`src/cvrs_pkg.sv`:
```
`timescale 1ns / 1ps

package cvrs_pkg;

  localparam int unsigned START_W    = 48;
  localparam int unsigned COUNT_W    = 32;
  localparam int unsigned CAP_W      = 48;
  localparam int unsigned BOFF_W     = 32;
  localparam int unsigned SEG_IDX_W  = 2;
  localparam int unsigned SEG_CNT_W  = 3;
  localparam int unsigned CFG_IDX_W  = 3;
  localparam int unsigned CFG_DATA_W = 48;
  localparam int unsigned S_TDATA_W  = 80;
  localparam int unsigned M_TDATA_W  = 120;
  localparam int unsigned M_USED_W   = SEG_IDX_W + CAP_W + COUNT_W + BOFF_W;
  localparam int unsigned SECTOR_SHIFT = 9;

  localparam logic [CFG_IDX_W-1:0] CFG_SEG_COUNT = 3'd0;
  localparam logic [CFG_IDX_W-1:0] CFG_SEG_CAP0  = 3'd1;

  typedef enum logic [1:0] {
    ST_IDLE,
    ST_SEEK,
    ST_LOAD,
    ST_ADV
  } cvrs_state_e;

  typedef struct packed {
    logic load_in;
    logic seek;
    logic load_out;
    logic advance;
  } cvrs_cmd_t;

  typedef struct packed {
    logic seek_found;
    logic seek_fail;
    logic out_busy;
    logic last;
  } cvrs_sts_t;

endpackage

```
`src/cvrs_ctrl.sv`:
```
`timescale 1ns / 1ps

module cvrs_ctrl (
  input  logic                clk_i,
  input  logic                rst_ni,
  input  logic                in_beat_i,
  input  cvrs_pkg::cvrs_sts_t sts_i,
  output logic                in_ready_o,
  output cvrs_pkg::cvrs_cmd_t cmd_o
);

  cvrs_pkg::cvrs_state_e state_q, state_d;

  always_ff @(posedge clk_i or negedge rst_ni) begin
    if (!rst_ni) begin
      state_q <= cvrs_pkg::ST_IDLE;
    end else begin
      state_q <= state_d;
    end
  end

  always_comb begin
    state_d = state_q;
    case (state_q)
      cvrs_pkg::ST_IDLE: begin
        if (in_beat_i) state_d = cvrs_pkg::ST_SEEK;
      end
      cvrs_pkg::ST_SEEK: begin
        if (sts_i.seek_found || sts_i.seek_fail) state_d = cvrs_pkg::ST_LOAD;
      end
      cvrs_pkg::ST_LOAD: begin
        if (!sts_i.out_busy) begin
          state_d = sts_i.last ? cvrs_pkg::ST_IDLE : cvrs_pkg::ST_ADV;
        end
      end
      cvrs_pkg::ST_ADV: state_d = cvrs_pkg::ST_LOAD;
      default: state_d = cvrs_pkg::ST_IDLE;
    endcase
  end

  always_comb begin
    in_ready_o = 1'b0;
    cmd_o      = '0;
    case (state_q)
      cvrs_pkg::ST_IDLE: begin
        in_ready_o    = 1'b1;
        cmd_o.load_in = in_beat_i;
      end
      cvrs_pkg::ST_SEEK: cmd_o.seek     = 1'b1;
      cvrs_pkg::ST_LOAD: cmd_o.load_out = !sts_i.out_busy;
      cvrs_pkg::ST_ADV:  cmd_o.advance  = 1'b1;
      default: begin
        in_ready_o = 1'b0;
      end
    endcase
  end

endmodule

```
`src/cvrs_dp.sv`:
```
`timescale 1ns / 1ps

module cvrs_dp #(
  parameter int unsigned MAX_SEGMENTS = 4
) (
  input  logic                                clk_i,
  input  logic                                rst_ni,
  input  logic                                cfg_we_i,
  input  logic [cvrs_pkg::CFG_IDX_W-1:0]      cfg_index_i,
  input  logic [cvrs_pkg::CFG_DATA_W-1:0]     cfg_data_i,
  input  logic [cvrs_pkg::START_W-1:0]        start_sector_i,
  input  logic [cvrs_pkg::COUNT_W-1:0]        sector_count_i,
  input  cvrs_pkg::cvrs_cmd_t                 cmd_i,
  output cvrs_pkg::cvrs_sts_t                 sts_o,
  input  logic                                out_ready_i,
  output logic                                out_valid_o,
  output logic [cvrs_pkg::SEG_IDX_W-1:0]      out_index_o,
  output logic [cvrs_pkg::CAP_W-1:0]          out_offset_o,
  output logic [cvrs_pkg::COUNT_W-1:0]        out_sectors_o,
  output logic [cvrs_pkg::BOFF_W-1:0]         out_boff_o,
  output logic                                out_last_o,
  output logic                                out_err_o
);

  localparam int unsigned IdxW  = (MAX_SEGMENTS > 1) ? $clog2(MAX_SEGMENTS) : 1;
  localparam int unsigned NsegW = IdxW + 1;
  localparam logic [NsegW-1:0] MaxSeg = NsegW'(MAX_SEGMENTS);
  localparam int unsigned PadW = cvrs_pkg::CAP_W - cvrs_pkg::COUNT_W;

  logic [cvrs_pkg::SEG_CNT_W-1:0] seg_count_q;
  logic [cvrs_pkg::CAP_W-1:0]     cap_q [MAX_SEGMENTS];

  logic [NsegW-1:0]               idx_q;
  logic [cvrs_pkg::CAP_W-1:0]     off_q;
  logic [cvrs_pkg::COUNT_W-1:0]   left_q;
  logic [cvrs_pkg::COUNT_W-1:0]   piece_q;
  logic [cvrs_pkg::BOFF_W-1:0]    boff_q;
  logic                           err_q;

  logic                           out_valid_q;
  logic [cvrs_pkg::SEG_IDX_W-1:0] out_index_q;
  logic [cvrs_pkg::CAP_W-1:0]     out_offset_q;
  logic [cvrs_pkg::COUNT_W-1:0]   out_sectors_q;
  logic [cvrs_pkg::BOFF_W-1:0]    out_boff_q;
  logic                           out_last_q;
  logic                           out_err_q;

  logic [NsegW-1:0]               nseg;
  logic [NsegW-1:0]               idx_nxt;
  logic [cvrs_pkg::CAP_W-1:0]     cap_cur;
  logic [cvrs_pkg::CAP_W-1:0]     cap_nxt;
  logic [cvrs_pkg::CAP_W-1:0]     room;
  logic [cvrs_pkg::COUNT_W-1:0]   seek_piece;
  logic [cvrs_pkg::COUNT_W-1:0]   adv_piece;
  logic                           fail;
  logic                           found;
  logic                           last;

  // active segments, clamped to 1..MAX_SEGMENTS
  always_comb begin
    if (seg_count_q == '0) begin
      nseg = NsegW'(1);
    end else if (seg_count_q > cvrs_pkg::SEG_CNT_W'(MAX_SEGMENTS)) begin
      nseg = MaxSeg;
    end else begin
      nseg = NsegW'(seg_count_q);
    end
  end

  assign idx_nxt    = idx_q + NsegW'(1);
  assign cap_cur    = cap_q[idx_q[IdxW-1:0]];
  assign cap_nxt    = cap_q[idx_nxt[IdxW-1:0]];
  assign fail       = idx_q >= nseg;
  assign found      = !fail && (off_q < cap_cur);
  assign room       = cap_cur - off_q;
  assign seek_piece = ({{PadW{1'b0}}, left_q} >= room) ? room[cvrs_pkg::COUNT_W-1:0] : left_q;
  assign adv_piece  = ({{PadW{1'b0}}, left_q} >= cap_nxt) ?
                      cap_nxt[cvrs_pkg::COUNT_W-1:0] : left_q;
  assign last       = err_q || (left_q == piece_q) || (idx_nxt >= nseg);

  assign sts_o.seek_found = found;
  assign sts_o.seek_fail  = fail;
  assign sts_o.out_busy   = out_valid_q && !out_ready_i;
  assign sts_o.last       = last;

  // configuration registers
  always_ff @(posedge clk_i or negedge rst_ni) begin
    if (!rst_ni) begin
      seg_count_q <= cvrs_pkg::SEG_CNT_W'(1);
      for (int i = 0; i < MAX_SEGMENTS; i++) cap_q[i] <= '0;
    end else if (cfg_we_i) begin
      if (cfg_index_i == cvrs_pkg::CFG_SEG_COUNT) begin
        seg_count_q <= cfg_data_i[cvrs_pkg::SEG_CNT_W-1:0];
      end
      for (int i = 0; i < MAX_SEGMENTS; i++) begin
        if (cfg_index_i == cvrs_pkg::CFG_SEG_CAP0 + cvrs_pkg::CFG_IDX_W'(i)) begin
          cap_q[i] <= cfg_data_i[cvrs_pkg::CAP_W-1:0];
        end
      end
    end
  end

  // walk state
  always_ff @(posedge clk_i) begin
    if (cmd_i.load_in) begin
      idx_q  <= '0;
      off_q  <= start_sector_i;
      left_q <= sector_count_i;
      boff_q <= '0;
      err_q  <= 1'b0;
    end else if (cmd_i.seek) begin
      if (fail) begin
        err_q <= 1'b1;
      end else if (found) begin
        piece_q <= seek_piece;
      end else begin
        off_q <= off_q - cap_cur;
        idx_q <= idx_nxt;
      end
    end else if (cmd_i.load_out) begin
      left_q <= left_q - piece_q;
    end else if (cmd_i.advance) begin
      idx_q   <= idx_nxt;
      off_q   <= '0;
      boff_q  <= boff_q + {piece_q[cvrs_pkg::BOFF_W-cvrs_pkg::SECTOR_SHIFT-1:0],
                           {cvrs_pkg::SECTOR_SHIFT{1'b0}}};
      piece_q <= adv_piece;
    end
  end

  // output register
  always_ff @(posedge clk_i or negedge rst_ni) begin
    if (!rst_ni) begin
      out_valid_q <= 1'b0;
    end else if (cmd_i.load_out) begin
      out_valid_q <= 1'b1;
    end else if (out_ready_i) begin
      out_valid_q <= 1'b0;
    end
  end

  always_ff @(posedge clk_i) begin
    if (cmd_i.load_out) begin
      out_index_q   <= err_q && fail ? '0 : cvrs_pkg::SEG_IDX_W'(idx_q);
      out_offset_q  <= err_q && fail ? '0 : off_q;
      out_sectors_q <= err_q && fail ? '0 : piece_q;
      out_boff_q    <= err_q && fail ? '0 : boff_q;
      out_last_q    <= last;
      out_err_q     <= err_q || ((left_q != piece_q) && (idx_nxt >= nseg));
    end
  end

  assign out_valid_o   = out_valid_q;
  assign out_index_o   = out_index_q;
  assign out_offset_o  = out_offset_q;
  assign out_sectors_o = out_sectors_q;
  assign out_boff_o    = out_boff_q;
  assign out_last_o    = out_last_q;
  assign out_err_o     = out_err_q;

  a_load_when_free: assert property (@(posedge clk_i) disable iff (!rst_ni)
    cmd_i.load_out |-> (!out_valid_q || out_ready_i))
    else $error("result loaded over a pending beat");

  a_err_is_last: assert property (@(posedge clk_i) disable iff (!rst_ni)
    (out_valid_q && out_err_q) |-> out_last_q)
    else $error("range error on a non-final beat");

  a_seek_bound: assert property (@(posedge clk_i) disable iff (!rst_ni)
    cmd_i.seek |-> (idx_q <= nseg))
    else $error("segment walk past the active segments");

  a_adv_in_range: assert property (@(posedge clk_i) disable iff (!rst_ni)
    cmd_i.advance |-> (idx_nxt < nseg))
    else $error("advance beyond the last segment");

endmodule

```
`src/concat_volume_request_splitter.sv`:
```
// an accepted request goes through SEEK, which steps past segments until it finds its
//   segment or runs out, then LOAD, which registers the first beat once the output is not stalled
// one request in flight at a time: a new request is taken only when idle; each later
//   piece is made in ADV, then registered in LOAD, which again waits on a stalled output
// reset: asynchronous active low; segment_count returns to 1, capacities to 0,
//   output beat and walk controller are cleared
`timescale 1ns / 1ps

module concat_volume_request_splitter #(
  parameter int unsigned MAX_SEGMENTS = 4
) (
  input  logic                                clk_i,
  input  logic                                rst_ni,
  input  logic                                cfg_valid_i,
  output logic                                cfg_ready_o,
  input  logic [cvrs_pkg::CFG_IDX_W-1:0]      cfg_index_i,
  input  logic [cvrs_pkg::CFG_DATA_W-1:0]     cfg_data_i,
  input  logic                                s_axis_tvalid_i,
  output logic                                s_axis_tready_o,
  // start_sector [47:0], sector_count [79:48]
  input  logic [cvrs_pkg::S_TDATA_W-1:0]      s_axis_tdata_i,
  output logic                                m_axis_tvalid_o,
  input  logic                                m_axis_tready_i,
  // segment_index [1:0], segment_offset [49:2], piece_sectors [81:50],
  // buffer_byte_offset [113:82], zero [119:114]
  output logic [cvrs_pkg::M_TDATA_W-1:0]      m_axis_tdata_o,
  output logic                                m_axis_tlast_o,
  // range_error [0]
  output logic                                m_axis_tuser_o
);

  cvrs_pkg::cvrs_cmd_t            cmd;
  cvrs_pkg::cvrs_sts_t            sts;
  logic                           in_ready;
  logic [cvrs_pkg::SEG_IDX_W-1:0] out_index;
  logic [cvrs_pkg::CAP_W-1:0]     out_offset;
  logic [cvrs_pkg::COUNT_W-1:0]   out_sectors;
  logic [cvrs_pkg::BOFF_W-1:0]    out_boff;

  assign cfg_ready_o     = 1'b1;
  assign s_axis_tready_o = in_ready;

  cvrs_ctrl u_ctrl (
    .clk_i      (clk_i),
    .rst_ni     (rst_ni),
    .in_beat_i  (s_axis_tvalid_i && in_ready),
    .sts_i      (sts),
    .in_ready_o (in_ready),
    .cmd_o      (cmd)
  );

  cvrs_dp #(
    .MAX_SEGMENTS (MAX_SEGMENTS)
  ) u_dp (
    .clk_i          (clk_i),
    .rst_ni         (rst_ni),
    .cfg_we_i       (cfg_valid_i),
    .cfg_index_i    (cfg_index_i),
    .cfg_data_i     (cfg_data_i),
    .start_sector_i (s_axis_tdata_i[cvrs_pkg::START_W-1:0]),
    .sector_count_i (s_axis_tdata_i[cvrs_pkg::START_W +: cvrs_pkg::COUNT_W]),
    .cmd_i          (cmd),
    .sts_o          (sts),
    .out_ready_i    (m_axis_tready_i),
    .out_valid_o    (m_axis_tvalid_o),
    .out_index_o    (out_index),
    .out_offset_o   (out_offset),
    .out_sectors_o  (out_sectors),
    .out_boff_o     (out_boff),
    .out_last_o     (m_axis_tlast_o),
    .out_err_o      (m_axis_tuser_o)
  );

  assign m_axis_tdata_o = {{(cvrs_pkg::M_TDATA_W - cvrs_pkg::M_USED_W){1'b0}},
                           out_boff, out_sectors, out_offset, out_index};

endmodule
```
`config.mk`:
```
export PLATFORM = sky130hd
export DESIGN_NAME = concat_volume_request_splitter
export DESIGN_NICKNAME = d
export VERILOG_FILES = /design/src/cvrs_pkg.sv /design/src/cvrs_ctrl.sv /design/src/cvrs_dp.sv /design/src/concat_volume_request_splitter.sv
export SDC_FILE = /design/constraint.sdc
export NUM_CORES = 1
export LEC_CHECK = 0
export ABC_AREA = 1
export BUFFER_PORTS_ARGS = -buffer_cell sky130_fd_sc_hd__buf_2
export CELL_PAD_IN_SITES_DETAIL_PLACEMENT = 1
export CELL_PAD_IN_SITES_GLOBAL_PLACEMENT = 1
export CORE_MARGIN = 3
export CORE_UTILIZATION = 45
export DETAILED_ROUTE_END_ITERATION = 12
export HOLD_SLACK_MARGIN = 0.05
export PLACE_DENSITY = 0.89
export SLEW_MARGIN = 10
export SYNTH_ARGS = -nofsm -noshare
export SYNTH_HDL_FRONTEND = slang
export SYNTH_SLANG_ARGS = --single-unit
```
`constraint.sdc`:
```
create_clock -name clk_i -period 6.8 [get_ports clk_i]
set_input_delay 0.34 -clock clk_i [delete_from_list [all_inputs] [get_ports clk_i]]
set_output_delay 0.34 -clock clk_i [all_outputs]
set_load 0.005 [all_outputs]
```
# --- Word level (Yosys, flattened, before mapping) ---
# Cells that the tools add are included.
# Widths: inputs -> output; s select.
word_totals:
  in_bits: 136
  elab_cells: 129
  ff_bits: 462
op_classes:
  order_cmp: 8
  eq_ne: 20
  reduce_logical: 31
  n_mux: 41
  add_sub_neg: 5
  n_bitwise: 5
ops:
  columns: ["operator", "count"]
  rows:
  - ["$mux 48", 10]
  - ["$mux 32", 10]
  - ["$bmux 48 s2", 2]
  - ["$ge 32x48->1", 2]
  - ["$sub 48x48->48", 2]
  - ["$lt 48x48->1", 1]
  - ["$add 32x32->32", 1]
  - ["$eq 32x32->1", 1]
  - ["$ne 32x32->1", 1]
  - ["$sub 32x32->32", 1]
  - ["$mux 3", 7]
  - ["$reduce_and 2->1", 7]
  - ["$ne 2x1->1 const B", 5]
  - ["$mux 2", 4]
  - ["$pmux 2 s4", 1]
  - ["$reduce_and 4->1", 2]
  - ["$mux 1", 7]
  - ["$eq 3x2->1 const B", 2]
  - ["$ge 3x3->1", 2]
  - ["$ge 3x3->1 const B", 2]
  - ["$logic_not 3->1", 2]
  - ["$ne 2x2->1 const B", 3]
  - ["$ne 3x3->1 const B", 2]
  - ["$not 2->3", 2]
  - ["other kinds (16)", 31]

# --- Longest topological paths before layout ---
logic_depth:
  word_depth: 10
  ltp_mapped: 33
  depth_no_buf: 30

# --- Hierarchy ---
# From an unflattened synthesis, not the netlist that was laid out.
hier_totals:
  hier_cells: 4289
  hier_area_um2: 31554.0
modules_own_cells:
  columns: ["module", "area_per_inst_um2", "n_inst", "cells_per_inst", "seq_area_each_um2"]
  rows:
  - ["cvrs_dp", 31337.6, 1, 4254, 12022.8]
  - ["cvrs_ctrl", 148.9, 1, 24, 50.0]
  - ["concat_volume_request_splitter", 67.6, 1, 11, 0.0]

# --- Worst setup path after synthesis ---
# OpenSTA, ideal clock, no wires.
synth_path:
  path_type: "register -> register"
  from: "reg u_dp.idx_q[0]"
  to: "reg u_dp.piece_q[0] in the netlist's numbering (enable)"
  t_required_ns: 6.330
  synth_period_minus_slack_ns: 5.774
  setup_slack_ns: 1.026
  t_arrival_ns: 5.304
  stages_incl_launch_ff: 17
  cell_sequence: "dfxtp_1 -> clkbuf_1 -> clkbuf_1 -> buf_1 -> nand2_1 -> a32oi_1 -> ha_1 -> inv_1 -> fa_1 -> inv_1 -> o21a_1 -> o21ai_1 -> inv_1 -> o21bai_1 -> nand3_1 -> nand3_1 -> o31ai_1"
synth_between:
  elab_chain_len: 8
synth_rtl:
  columns: ["item", "line_no", "text"]
  rows:
  - ["from (decl)", "cvrs_dp.sv:33", "logic [NsegW-1:0] idx_q;"]
  - ["from (signal assigned)", "cvrs_dp.sv:118", "idx_q <= idx_nxt;"]
  - ["from (signal assigned)", "cvrs_dp.sv:123", "idx_q <= idx_nxt;"]
  - ["$not 2->3 (not written as such)", "cvrs_dp.sv:71", "assign cap_cur = cap_q[idx_q[IdxW-1:0]];"]
  - ["$bmux 48 s2", "cvrs_dp.sv:71", null]
  - ["$mux 48 (not written as such) (2 in series)", "cvrs_dp.sv:71", null]
  - ["$lt 48x48->1", "cvrs_dp.sv:74", "assign found = !fail && (off_q < cap_cur);"]
  - ["$logic_and 1x1->1", "cvrs_dp.sv:74", null]
  - ["$ne 2x1->1 (no source line)", null, null]
  - ["$reduce_and 5->1 (no source line) *", null, null]
  - ["to (signal assigned)", "cvrs_dp.sv:115", "piece_q <= seek_piece;"]
  - ["to (signal assigned)", "cvrs_dp.sv:127", "piece_q <= adv_piece;"]
  - ["to (decl)", "cvrs_dp.sv:36", "logic [cvrs_pkg::COUNT_W-1:0] piece_q;"]
# Every way passes the cells marked *; elsewhere a longest branch is shown, timed or not. The select of a mux whose other input is x is not followed.
# A chain may end at the register's enable or synchronous reset.

# --- Worst setup path in the final report ---
layout_path:
  from: "reg u_dp.idx_q[0]"
  to: "reg u_dp.piece_q[26] in the netlist's numbering (data pin)"
layout_between:
  elab_chain_len: 10
layout_rtl:
  columns: ["item", "line_no", "text"]
  rows:
  - ["$not 2->3 (not written as such) / $add 3x1->3 (equally long branches)", "cvrs_dp.sv:71, cvrs_dp.sv:70", null]
  - ["$bmux 48 s2 / $not 2->3 (equally long branches)", "cvrs_dp.sv:71, cvrs_dp.sv:72", null]
  - ["$mux 48 (not written as such) / $bmux 48 s2 (equally long branches)", "cvrs_dp.sv:71, cvrs_dp.sv:72", null]
  - ["$mux 48 (on tied branches)", "cvrs_dp.sv:71, cvrs_dp.sv:72", null]
  - ["$sub 48x48->48 / $mux 48 (equally long branches)", "cvrs_dp.sv:75, cvrs_dp.sv:72", null]
  - ["$ge 32x48->1 (on tied branches)", "cvrs_dp.sv:76, cvrs_dp.sv:77", null]
  - ["$mux 32 (on tied branches)", "cvrs_dp.sv:76, cvrs_dp.sv:77", null]
  - ["$mux 32 (on tied branches)", "cvrs_dp.sv:114, cvrs_dp.sv:122", null]
  - ["$mux 32 (on tied branches)", "cvrs_dp.sv:112, cvrs_dp.sv:120", null]
  - ["$mux 32 *", "cvrs_dp.sv:111", "end else if (cmd_i.seek) begin"]
# Marked as above.

==> metrics.cfg <==
[run_status]
status=finished, final reports clean

[floorplan]
fp-row-count=97
dieArea_mm2=0.07447
start_util_pct=45.61
num_io_pins=261
die_h_um=272.9
core_area_mm2=0.07027
die_w_um=272.9

[worst_setup_path]
cpMostUsedCell=nand2_1
slowest_stage=a32oi_1
crit_arrival_ns=6.40
startpoint_type=register
reg2reg_from=u_dp.idx_q[0]
cp_slowest_stage_delay_ns=0.70
worstSetupPathType=register to register
critPathRequiredTime_ns=7.16
r2r_cells=27
cp-end-kind=register
crit_start=u_dp.idx_q[0]
worstPathMaxFanout=175

[drt]
post_drt_wl_per_cell_um=24.61
vias=33290
detail_route.first_pass.iterations=5
drc=0
viasPerCell=5.835
wirelength_um=140400
drt_iter0_drc=3043
ant_nets=0

[clock_network]
cts_buffers=52
clk_latency_ns=0.67
cts.sinks=444
clockBufferDepth=3
clk_pin_slew_ns=0.06
cts_tree=built
htree_levels=2
clockRootBuffer=clkbuf_16
postCtsSetupBuffers=0

[sta]
rsz0062_at_grt=false
hold_violations=0
min_period_ns=6.044
finalMaxSlewViolations=0
worst_pin_slew_ns=1.216
finClkSkew_ns=0.06149
period_share_pct=88.88
setup_viol=0
slew_headroom_pct=18.73
tns_ns=0
max_freq_ghz=0.1655

[synth]
async_flop_share_pct=44.59
syn-cell-area_mm2=0.03205
synth_ff_type=edfxtp_1
avgSynthCellArea_um2=7.187
yosysSeqAreaShare_pct=37.66
synthDistinctLibCells=55
synth_edf_count=219
synth_top_cell_by_area=edfxtp_1
yosys_warnings=0
ys_ff_latch=444
synth_cells=4460
synth_top_area_share_pct=20.52
netlist_top_cells_area=edfxtp_1, nand2_1, dfrtp_1, ha_1, inv_1

[worst_hold_path]
hold_path_depth=3
hp-class=input port to register
min_from=cfg_data_i[6]

[placed_design]
place_hpwl_um=104500
routabilityCongestion=1.032
io_buffers=244

[global_routing]
grt_pass1_vias=34180
track_usage_pct=37.02
grt_pass1_wl_um=210100
grt_max_degree=176
overflow=0
antenna_found_initial=3

[run]
cap_violations=0

[finish]
fin_util_pct=52.40
layout.nets=5081
area_delta_synth_final_pct=14.88
drive_above_1_share_pct=10.50

## cells in the final DEF (no fill, tap or decap), types with 34 or more instances in the layout
| cell | instances |
|---|---|
| o21ai_0 | 349 |
| nand2_1 | 1345 |
| buf_4 | 60 |
| inv_1 | 663 |
| nor2_1 | 268 |
| dlygate4sd3_1 | 85 |
| nand3_1 | 166 |
| edfxtp_1 | 219 |
| clkbuf_16 | 55 |
| nor2_2 | 34 |
| ha_1 | 220 |
| a32oi_1 | 78 |
| dfrtp_1 | 197 |
| nand4_1 | 57 |
| buf_2 | 243 |
| xor2_1 | 53 |
| a21oi_1 | 305 |
## state kept, by name (all words and copies together) (netlist names), 2 cells and up
register / count
u_ctrl.state_q: 2
u_dp.boff_q: 23
u_dp.cap_q: 192
u_dp.idx_q: 3
u_dp.left_q: 32
u_dp.off_q: 48
u_dp.out_boff_o: 23
u_dp.out_index_o: 2
u_dp.out_offset_o: 48
u_dp.out_sectors_o: 32
u_dp.piece_q: 32
u_dp.seg_count_q: 3
## stage by stage
step	hold WS, ns	cells	setup WS [ns]	area [µm²]
floorplan	0.04441	4474	1.026	32110
global route	0.07265	5704	0.3461	36820
global placement	0.3322	5522	1.017	34210
detailed placement	0.3379	5522	0.9065	34210
finish	0.05917	5705	0.7562	36820
CTS	0.05191	5704	0.8838	36820
## critical path: cells and delay by family (launching register included)
kind	cells	cell delay, ns
AOI/OAI and AO/OA	3	1.20
DFF	1	0.37
adders and majority gates	2	0.69
and+or+nand+nor	18	2.06
xor gates and xnor gates	1	0.51
buffers and inverters	3	0.82
## Yosys cell counts, types with 3 or more instances
cell type / number
a21boi_0: 7
edfxtp_1: 219
inv_1: 665
buf_4: 28
nand3_1: 169
nor2_1: 271
o221ai_1: 7
fa_1: 4
or2_2: 18
ha_1: 220
nor4_1: 19
a221oi_1: 4
nor3_1: 26
a21o_1: 16
inv_2: 20
nand2_1: 1346
clkinv_1: 4
buf_6: 3
xnor2_1: 17
a211oi_1: 6
xor2_1: 53
a21oi_1: 305
nand4_1: 57
nor2_2: 34
o21bai_1: 21
o21ai_0: 350
nand3b_1: 4
dfxtp_1: 27
o31ai_1: 7
buf_1: 15
dfrtp_1: 197
a31oi_1: 13
o21a_1: 11
a32oi_1: 78
clkbuf_1: 128
o211ai_1: 23
clkbuf_2: 3
nor2_4: 8
a32o_1: 4
buf_2: 22
nand2_2: 13
## routing by layer
layer  vias to the layer above  GRT usage [%]  share of wire, %
li1                      15030              -                 -
met1                     16360          47.62                41
met2                      1537          58.42                44
met3                       358          8.824               9.2
met4                         2          18.19               5.7
met5                         -              0            0.0093
## final cells by class
type	count	area, µm²
flip-flops and latches	444	12080
inverters	689	2590
fillers	8946	33450
clock inverters	25	271.5
repair buffers	392	2591
clock buffers	72	1490
multi-input cells	3142	16630
well taps	940	1176
diodes	1	2.502
## final timing paths
path / end / slack [ns]
max: u_dp.piece_q[26] / 0.76
min: u_dp.cap_q[150] / 0.06
max reg2reg: u_dp.piece_q[26] / 0.76
min reg2reg: u_dp.cap_q[189] / 0.51
max in group asynchronous: u_dp.cap_q[57] / 5.07
min in group asynchronous: u_dp.cap_q[136] / 0.25
## kinds of logic after synthesis
family / count (synthesis) / share of synthesized area [%]
AO/OA/AOI/OAI: 864 / 15.49
XOR/XNOR: 70 / 1.913
adder cells (fa/ha/maj): 224 / 8.838
buffers and inverters: 888 / 10.89
flip-flops: 444 / 37.66
other: 2 / 0.02343
AND/OR/NAND/NOR: 1968 / 25.18
## repair_timing
action / in CTS / in global routing
gates resized for setup: 0 / 0
hold endpoints to repair: 190 / 0
hold buffers: 85 / 0
Power is not shown: default switching activity piles up to over one toggle a cycle in this logic, so the estimate is an artifact.
